File: src/hw/rtl/mrm4_pkg.sv
// Shared types and constants for the 4x4 row-times-matrix block.
// No dependencies; imported by every module of the block.
`default_nettype none

package mrm4_pkg;

    localparam int DEF_FRAC_BITS  = 16;
    localparam int DEF_ELEM_WIDTH = 32;

    // Matrix order: elements per row, one lane per product column.
    localparam int LANES = 4;
    localparam int ROW_W = 2;
    localparam int ADDR_W = 2 * ROW_W;

    // Request kinds carried in tuser.
    localparam logic REQ_MULTIPLY = 1'b0;
    localparam logic REQ_LOAD     = 1'b1;

    // Control that travels down the pipeline beside the lane data.
    typedef struct packed {
        logic             valid;
        logic [ROW_W-1:0] row;
    } pipe_ctl_t;

endpackage

`default_nettype wire

File: src/hw/rtl/mrm4_merge.sv
// Output stage: merges the four lane results and clip flags into one result
// register that drives the master stream. Depends on mrm4_pkg.
`default_nettype none

module mrm4_merge #(
    parameter int ELEM_WIDTH = mrm4_pkg::DEF_ELEM_WIDTH
) (
    input  wire logic                       aclk,
    input  wire logic                       aresetn,
    input  wire logic                       en,
    input  wire mrm4_pkg::pipe_ctl_t        ctl,
    input  wire logic [ELEM_WIDTH-1:0]      lane_res [mrm4_pkg::LANES],
    input  wire logic [mrm4_pkg::LANES-1:0] lane_clip,
    output logic                            m_valid,
    output logic [((mrm4_pkg::ROW_W + mrm4_pkg::LANES * ELEM_WIDTH + 7) / 8) * 8 - 1:0]
                                            m_data,
    output logic                            m_flag
);
    import mrm4_pkg::*;

    localparam int DATA_W = ((ROW_W + LANES * ELEM_WIDTH + 7) / 8) * 8;
    localparam int PAD_W  = DATA_W - ROW_W - LANES * ELEM_WIDTH;

    logic              valid_reg;
    logic [DATA_W-1:0] data_reg;
    logic [DATA_W-1:0] data_next;
    logic              flag_reg;

    always_comb begin
        data_next = '0;
        data_next[ROW_W-1:0] = ctl.row;
        for (int j = 0; j < LANES; j++) begin
            data_next[ROW_W + j*ELEM_WIDTH +: ELEM_WIDTH] = lane_res[j];
        end
        data_next[DATA_W-1 -: PAD_W] = {PAD_W{1'b0}};
    end

    always_ff @(posedge aclk) begin
        if (!aresetn) begin
            valid_reg <= 1'b0;
        end else if (en) begin
            valid_reg <= ctl.valid;
        end
    end

    always_ff @(posedge aclk) begin
        if (en) begin
            data_reg <= data_next;
            flag_reg <= |lane_clip;
        end
    end

    assign m_valid = valid_reg;
    assign m_data  = data_reg;
    assign m_flag  = flag_reg;

endmodule

`default_nettype wire
File: config.mk
export PLATFORM = sky130hd
export DESIGN_NAME = mrm4_merge
export DESIGN_NICKNAME = d
export VERILOG_FILES = /design/src/hw/rtl/mrm4_pkg.sv /design/src/hw/rtl/mrm4_merge.sv
export SDC_FILE = /design/constraint.sdc
export NUM_CORES = 1
export LEC_CHECK = 0
export BUFFER_PORTS_ARGS = -buffer_cell sky130_fd_sc_hd__buf_2
export CAP_MARGIN = 20
export CELL_PAD_IN_SITES_DETAIL_PLACEMENT = 1
export CELL_PAD_IN_SITES_GLOBAL_PLACEMENT = 2
export CORE_MARGIN = 2
export CORE_UTILIZATION = 27
export CTS_CLUSTER_DIAMETER = 120
export DETAILED_ROUTE_END_ITERATION = 10
export PLACE_DENSITY_LB_ADDON = 0.25
export SYNTH_ARGS = -nofsm -noshare
export SYNTH_HDL_FRONTEND = slang
export SYNTH_SLANG_ARGS = --single-unit
File: constraint.sdc
create_clock -name aclk -period 1.3 [get_ports aclk]
set_input_delay 0.26 -clock aclk [delete_from_list [all_inputs] [get_ports aclk]]
set_output_delay 0.26 -clock aclk [all_outputs]
set_load 0.1 [all_outputs]
**Word level (Yosys, flattened, before mapping)**

Cells that the tools add are included.

- Muxes and demuxes: 0
- Reduce and logical (&&, ||, !) cells: 1
- Shift operators: 0
- Magnitude comparators: 0
- Equality and inequality tests: 0
- Div/mod/pow operators: 0
- $add $sub $neg: 0
- Bitwise gates (word level): 0
- Multiply operators: 0

Operators by type and width:

| kind | count |
|---|---|
| OR reduction 4 bit | 1 |

- Output and inout bits: 138
- Memory bits (read-only): 0
- Input port bits: 138
- Bits in writable memories: 0
- Flip-flop bits (word level): 132
- Memories: 0
- Latch bits: 0

**Longest topological paths before layout**

Gate-level depths: netlist of the first run.

- Depth in word-level cells: 1
- Mapped depth: 2
- Gate-level depth less buffers: 2

**Worst setup path before layout of the first run**

No wires, ideal clock.

- Path type: flip-flop to flip-flop
- Start point: register, netlist name m_valid
- End point: register valid_reg, in the netlist m_valid
- Stages on the path, launching flop included: 3
- Buffers on the path: 0
- Period minus slack after synthesis: 1.261 ns
- Slack: 0.039 ns
- Required time: 1.233 ns
- Arrival time: 1.194 ns
- Cells stage by stage: dfxtp_1 > mux2i_1 > nor2b_1

RTL lines:

| item | RTL line | text |
|---|---|---|
| end signal: assignment | mrm4_merge.sv:42 | `valid_reg <= ctl.valid;` |
| end: declaration | mrm4_merge.sv:24 | `logic valid_reg;` |

**Final worst setup path of the first run**

- Start point: register data_reg[19], in the netlist m_data[19]
- End point: output m_data[19] (netlist name)

RTL lines:

| item | RTL line | text |
|---|---|---|
| start: declaration | mrm4_merge.sv:25 | `logic [DATA_W-1:0] data_reg;` |
| start signal: assignment | mrm4_merge.sv:48 | `data_reg <= data_next;` |
| end: declaration | mrm4_merge.sv:16 | `m_data,` |

No word-level cell between the ends.

==> results of run 1 <==
[routing by layer]
layer  routed length [um]  share of wire  GRT usage
met1                 3620           0.31      0.142
met2                 7150           0.61      0.288
met3                  645          0.055     0.0497
met4                  271          0.023     0.0711
met5                    0              0          0
[sequential cells by signal, indices dropped and copies added, names as in the netlist]
signal,count
m_flag,1
m_valid,1
m_data,130
[path summary, 6_finish.rpt]
path / to / slack [ns]
worst max register to register: m_valid / 0.66
worst min-delay path: m_data[15] / 0.03
worst min register to register: m_valid / 0.57
worst max-delay path: m_data[19] / -0.003
[metrics by stage]
step / std cells / cell area (sq um)
final: 633 / 8160
after global routing: 633 / 8160
after CTS: 632 / 8160
after detailed placement: 603 / 7680
after global placement: 603 / 7680
after floorplan: 147 / 4050
[cell families (layout without fill, tap and decap cells)]
logic type,count (synthesis),after routing,share of synthesized area
flops,132,132,0.982
buf+inv,6,307,0.0112
simple gates,2,2,0.00342
other cells,1,7,0.000931
mux,1,1,0.00249
[area by class of cell]
type | count | area (sq um) | share of cell area
repair buffers | 278 | 3450 | 0.423
flip-flops and latches | 132 | 3950 | 0.485
clock inverters | 10 | 45.0 | 0.00552
well taps | 184 | 230 | 0.0282
clock buffers | 19 | 433 | 0.0531
multi-input cells | 9 | 46.3 | 0.00567
diodes | 1 | 2.50 | 0.000307
[cells in the mapped netlist (all sizes together)]
cell type    n  area share
edfxtp     131        0.98
buf          6       0.011
conb         1     0.00093
dfxtp        1      0.0050
mux2i        1      0.0025
nor2b        1      0.0016
or4          1      0.0019
[power by group]
part	total (mW)	internal, mW	switching (mW)
Clock	3.90	2.34	1.56
Sequential	5.35	5.08	0.272
Combinational	4.13	1.38	2.76
Total	13.4	8.80	4.59
[timing repair]
item | 4_1_cts | 5_1_grt
hold buffers | 0 | 0
setup endpoints to repair | 30 | 95
gates resized for setup | 0 | 0
==> metrics.csv, run 1 <==
metric,value,unit
place.port_buffers,269,
drtAntennaViolNets,0,
final-setup-viol-count,1,
syn_area,0.00403,sq mm
post_cts_buffers,0,
cts.path.max_buffers,2,
tns,-0.00346,ns
slew_viol_final,0,
start_kind,flip-flop,
min_period_over_period,1.00,
r2r_cells,2,
period_minus_slack,1.30,ns
p_per_area,1640,mW/mm^2
violations,setup timing,
cpLargestDelayFamily,flip-flops,
hold_class,input pin to flip-flop,
cts.sink_count,132,
setup_slack,-0.00346,ns
ys_warn_count,0,
final_util,0.561,
hold_depth,1,
syn_area_per_cell,28.4,sq um
dieHeight,126,um
initial_core_util,0.277,
cp_num_buf_inv,1,
drtPass1Iterations,4,
insertion_delay,0.41,ns
status,"finished, violations left",
crit_type,flip-flop to output port,
layout_common_cells,"136 x buf_2, 136 x buf_12, 131 x edfxtp_1, 17 x clkbuf_16",
post_drt_wl_per_cell,18.5,um
path_cells,buf_12,
cts_tree,built,
grt_overflow_total,0,
max_freq,767,MHz
cp_max_fo,1,
syn2layout_area_growth,103,%
crit_path_end_kind,output port,
grt_max_degree,31,
num_rows,44,
hold_ws,0.0257,ns
rsz0062_at_grt,true,
drtIter0Drc,109,
htreeDepth,4,
num_vias,2514,
dieArea,0.0159,sq mm
syn_inst,142,
cp-startpoint,m_data[19],
p_leak,3.39,nW
slowest_stage,edfxtp_1,
timing.rr.start,m_valid,
antenna_found_initial,1,
min_from,lane_res[109],
finClkSkew,0,ns
drive_gt1_frac,0.667,
globalRouteTotalUtil,0.150,
p_total,13.4,mW
place_congestion,0.794,
ys_seq_elements,132,
synth_cell_types,7,
first_global_vias,2785,
numCtsBuffers,17,
ir_drop,0.844,mV
nNetsFinal,576,
crit_cells,1,
hold_viol_final,0,
clk_pin_slew,0.05,ns
hpwlAfterDp,9590,um
slowest_delay,0.44,ns
via_per_inst,3.97,
drcViolationCount,0,
place_ws,0.146,ns
fp.coreArea,0.0145,sq mm
die_x,126,um
io_pins,276,
cts-root-buf,clkbuf_16,
arrival,1.04,ns
required,1.04,ns
ys_seq_area_frac,0.982,
nFillCells,1299,
grt_pass1_wl,17000,um
max_cap_viol_count,0,
wirelength,11700,um
No activity file was read; power rests on OpenSTA's default activity.
==> run 2: changes to the inputs <==
--- a/config.mk
+++ b/config.mk
@@ -5,14 +5,14 @@
 export SDC_FILE = /design/constraint.sdc
 export NUM_CORES = 1
 export LEC_CHECK = 0
-export BUFFER_PORTS_ARGS = -buffer_cell sky130_fd_sc_hd__buf_2
 export CAP_MARGIN = 20
 export CELL_PAD_IN_SITES_DETAIL_PLACEMENT = 1
 export CELL_PAD_IN_SITES_GLOBAL_PLACEMENT = 2
-export CORE_MARGIN = 2
-export CORE_UTILIZATION = 27
+export CORE_AREA = 2 2 107 109
 export CTS_CLUSTER_DIAMETER = 120
 export DETAILED_ROUTE_END_ITERATION = 10
+export DIE_AREA = 0 0 109 111
+export DONT_BUFFER_PORTS = 1
 export PLACE_DENSITY_LB_ADDON = 0.25
 export SYNTH_ARGS = -nofsm -noshare
 export SYNTH_HDL_FRONTEND = slang
==> run 2 against run 1 <==
Effect of this change: the run now fails in 4_1_cts; synthesized cell count unchanged; synthesized area stayed put.
==> metrics.csv, run 2 <==
metric,value,unit,change
synth_top_area_share,0.977,,unchanged
htreeDepth,4,,unchanged
place_ws,0.229,ns,+0.0827 ns
place_congestion,0.748,,-5.8%
num_rows,39,,-11%
hpwlAfterDp,6710,um,-30%
yosysMostFrequentCell,edfxtp_1,,
synth_cell_types,7,,unchanged
yosysTopAreaCell,edfxtp_1,,
lastStage,4_1_cts,,
synth_common_cells,"131 x edfxtp_1, 6 x buf_4",,
post_cts_buffers,0,,unchanged
synthTopCellsByArea,"edfxtp_1 98%, buf_4 1.1%, dfxtp_1 0.50%",,
cts.path.max_buffers,2,,unchanged
ctsResizeCount,99,,+99
place.port_buffers,0,,-100%
synth_edf_count,131,,unchanged
syn_area_per_cell,28.4,sq um,unchanged
cts.sink_count,132,,unchanged
async_reset_ff_frac,0,,unchanged
initial_core_util,0.363,,+0.0865
io_pins,276,,unchanged
syn_area,0.00403,sq mm,unchanged
status,aborted with a tool error,,
die_x,109,um,-14%
ctsHoldBuffers,101,,+101
numCtsBuffers,17,,unchanged
stop_error,[ERROR RSZ-0060] Max buffer count reached.,,
ys_seq_elements,132,,unchanged
dieHeight,111,um,-12%
ys_warn_count,0,,unchanged
cts-root-buf,clkbuf_16,,
ys_seq_area_frac,0.982,,unchanged
placed_area,0.00518,sq mm,-33%
dominantRegCellSynth,edfxtp_1,,
syn_inst,142,,unchanged
## run 2: cell counts after synthesis
No cell type changed its count.
## run 2: cells by family after synthesis
group,after synthesis,share of synthesized area
flops,132,0.982
mux,1,0.00249
simple gates,2,0.00342
buf+inv,6,0.0112
other cells,1,0.000931
## run 2: stage by stage
stage	utilization	cells
floorplan	-	147
global placement	0.468	416
detailed placement	0.468	416
==> run 3: changes to the inputs <==
==> config.mk (replaced) <==
export PLATFORM = sky130hd
export DESIGN_NAME = mrm4_merge
export DESIGN_NICKNAME = d
export VERILOG_FILES = /design/src/hw/rtl/mrm4_pkg.sv /design/src/hw/rtl/mrm4_merge.sv
export SDC_FILE = /design/constraint.sdc
export NUM_CORES = 1
export LEC_CHECK = 0
export CAP_MARGIN = 20
export CORE_MARGIN = 2
export CORE_UTILIZATION = 30
export DETAILED_ROUTE_END_ITERATION = 10
export DONT_BUFFER_PORTS = 1
export PLACE_DENSITY_LB_ADDON = 0.15
export SYNTH_ARGS = -nofsm -noshare
export SYNTH_HDL_FRONTEND = slang
export SYNTH_SLANG_ARGS = --single-unit
==> run 3 against run 2 <==
Effect of this change: the run again fails in 4_1_cts; synthesized cell count is the same; synthesized area is the same.
==> metrics.csv, run 3 <==
metric,value,unit,change
status,aborted with a tool error,,
lastStage,4_1_cts,,
stop_error,[ERROR RSZ-0060] Max buffer count reached.,,
syn_area,0.00403,sq mm,unchanged
place_ws,0.234,ns,+0.00504 ns
io_pins,276,,unchanged
cts.path.max_buffers,2,,unchanged
syn_area_per_cell,28.4,sq um,unchanged
async_reset_ff_frac,0,,unchanged
yosysMostFrequentCell,edfxtp_1,,
initial_core_util,0.305,,-0.0582
synth_common_cells,"131 x edfxtp_1, 6 x buf_4",,
ctsHoldBuffers,101,,unchanged
place.port_buffers,0,,unchanged
num_rows,42,,+7.7%
die_x,120,um,+10%
ys_seq_area_frac,0.982,,unchanged
place_congestion,0.762,,+1.8%
dominantRegCellSynth,edfxtp_1,,
ys_warn_count,0,,unchanged
cts-root-buf,clkbuf_16,,
dieHeight,120,um,+8.0%
ys_seq_elements,132,,unchanged
numCtsBuffers,17,,unchanged
synth_top_area_share,0.977,,unchanged
ctsResizeCount,53,,-46%
hpwlAfterDp,6360,um,-5.3%
synth_edf_count,131,,unchanged
htreeDepth,4,,unchanged
cts.sink_count,132,,unchanged
yosysTopAreaCell,edfxtp_1,,
post_cts_buffers,0,,unchanged
synthTopCellsByArea,"edfxtp_1 98%, buf_4 1.1%, dfxtp_1 0.50%",,
syn_inst,142,,unchanged
synth_cell_types,7,,unchanged
==> run 3: cell counts after synthesis <==
No cell type changed its count.
==> run 3: stage by stage <==
step                area [sq um]  cells  utilization
floorplan                   4050    147            -
global placement            5360    449        0.406
detailed placement          5360    449        0.406
==> run 3: cell families after synthesis <==
family,synth area share
DFF,0.982
buffers and inverters,0.0112
and+or+nand+nor,0.00342
muxes,0.00249
other,0.000931
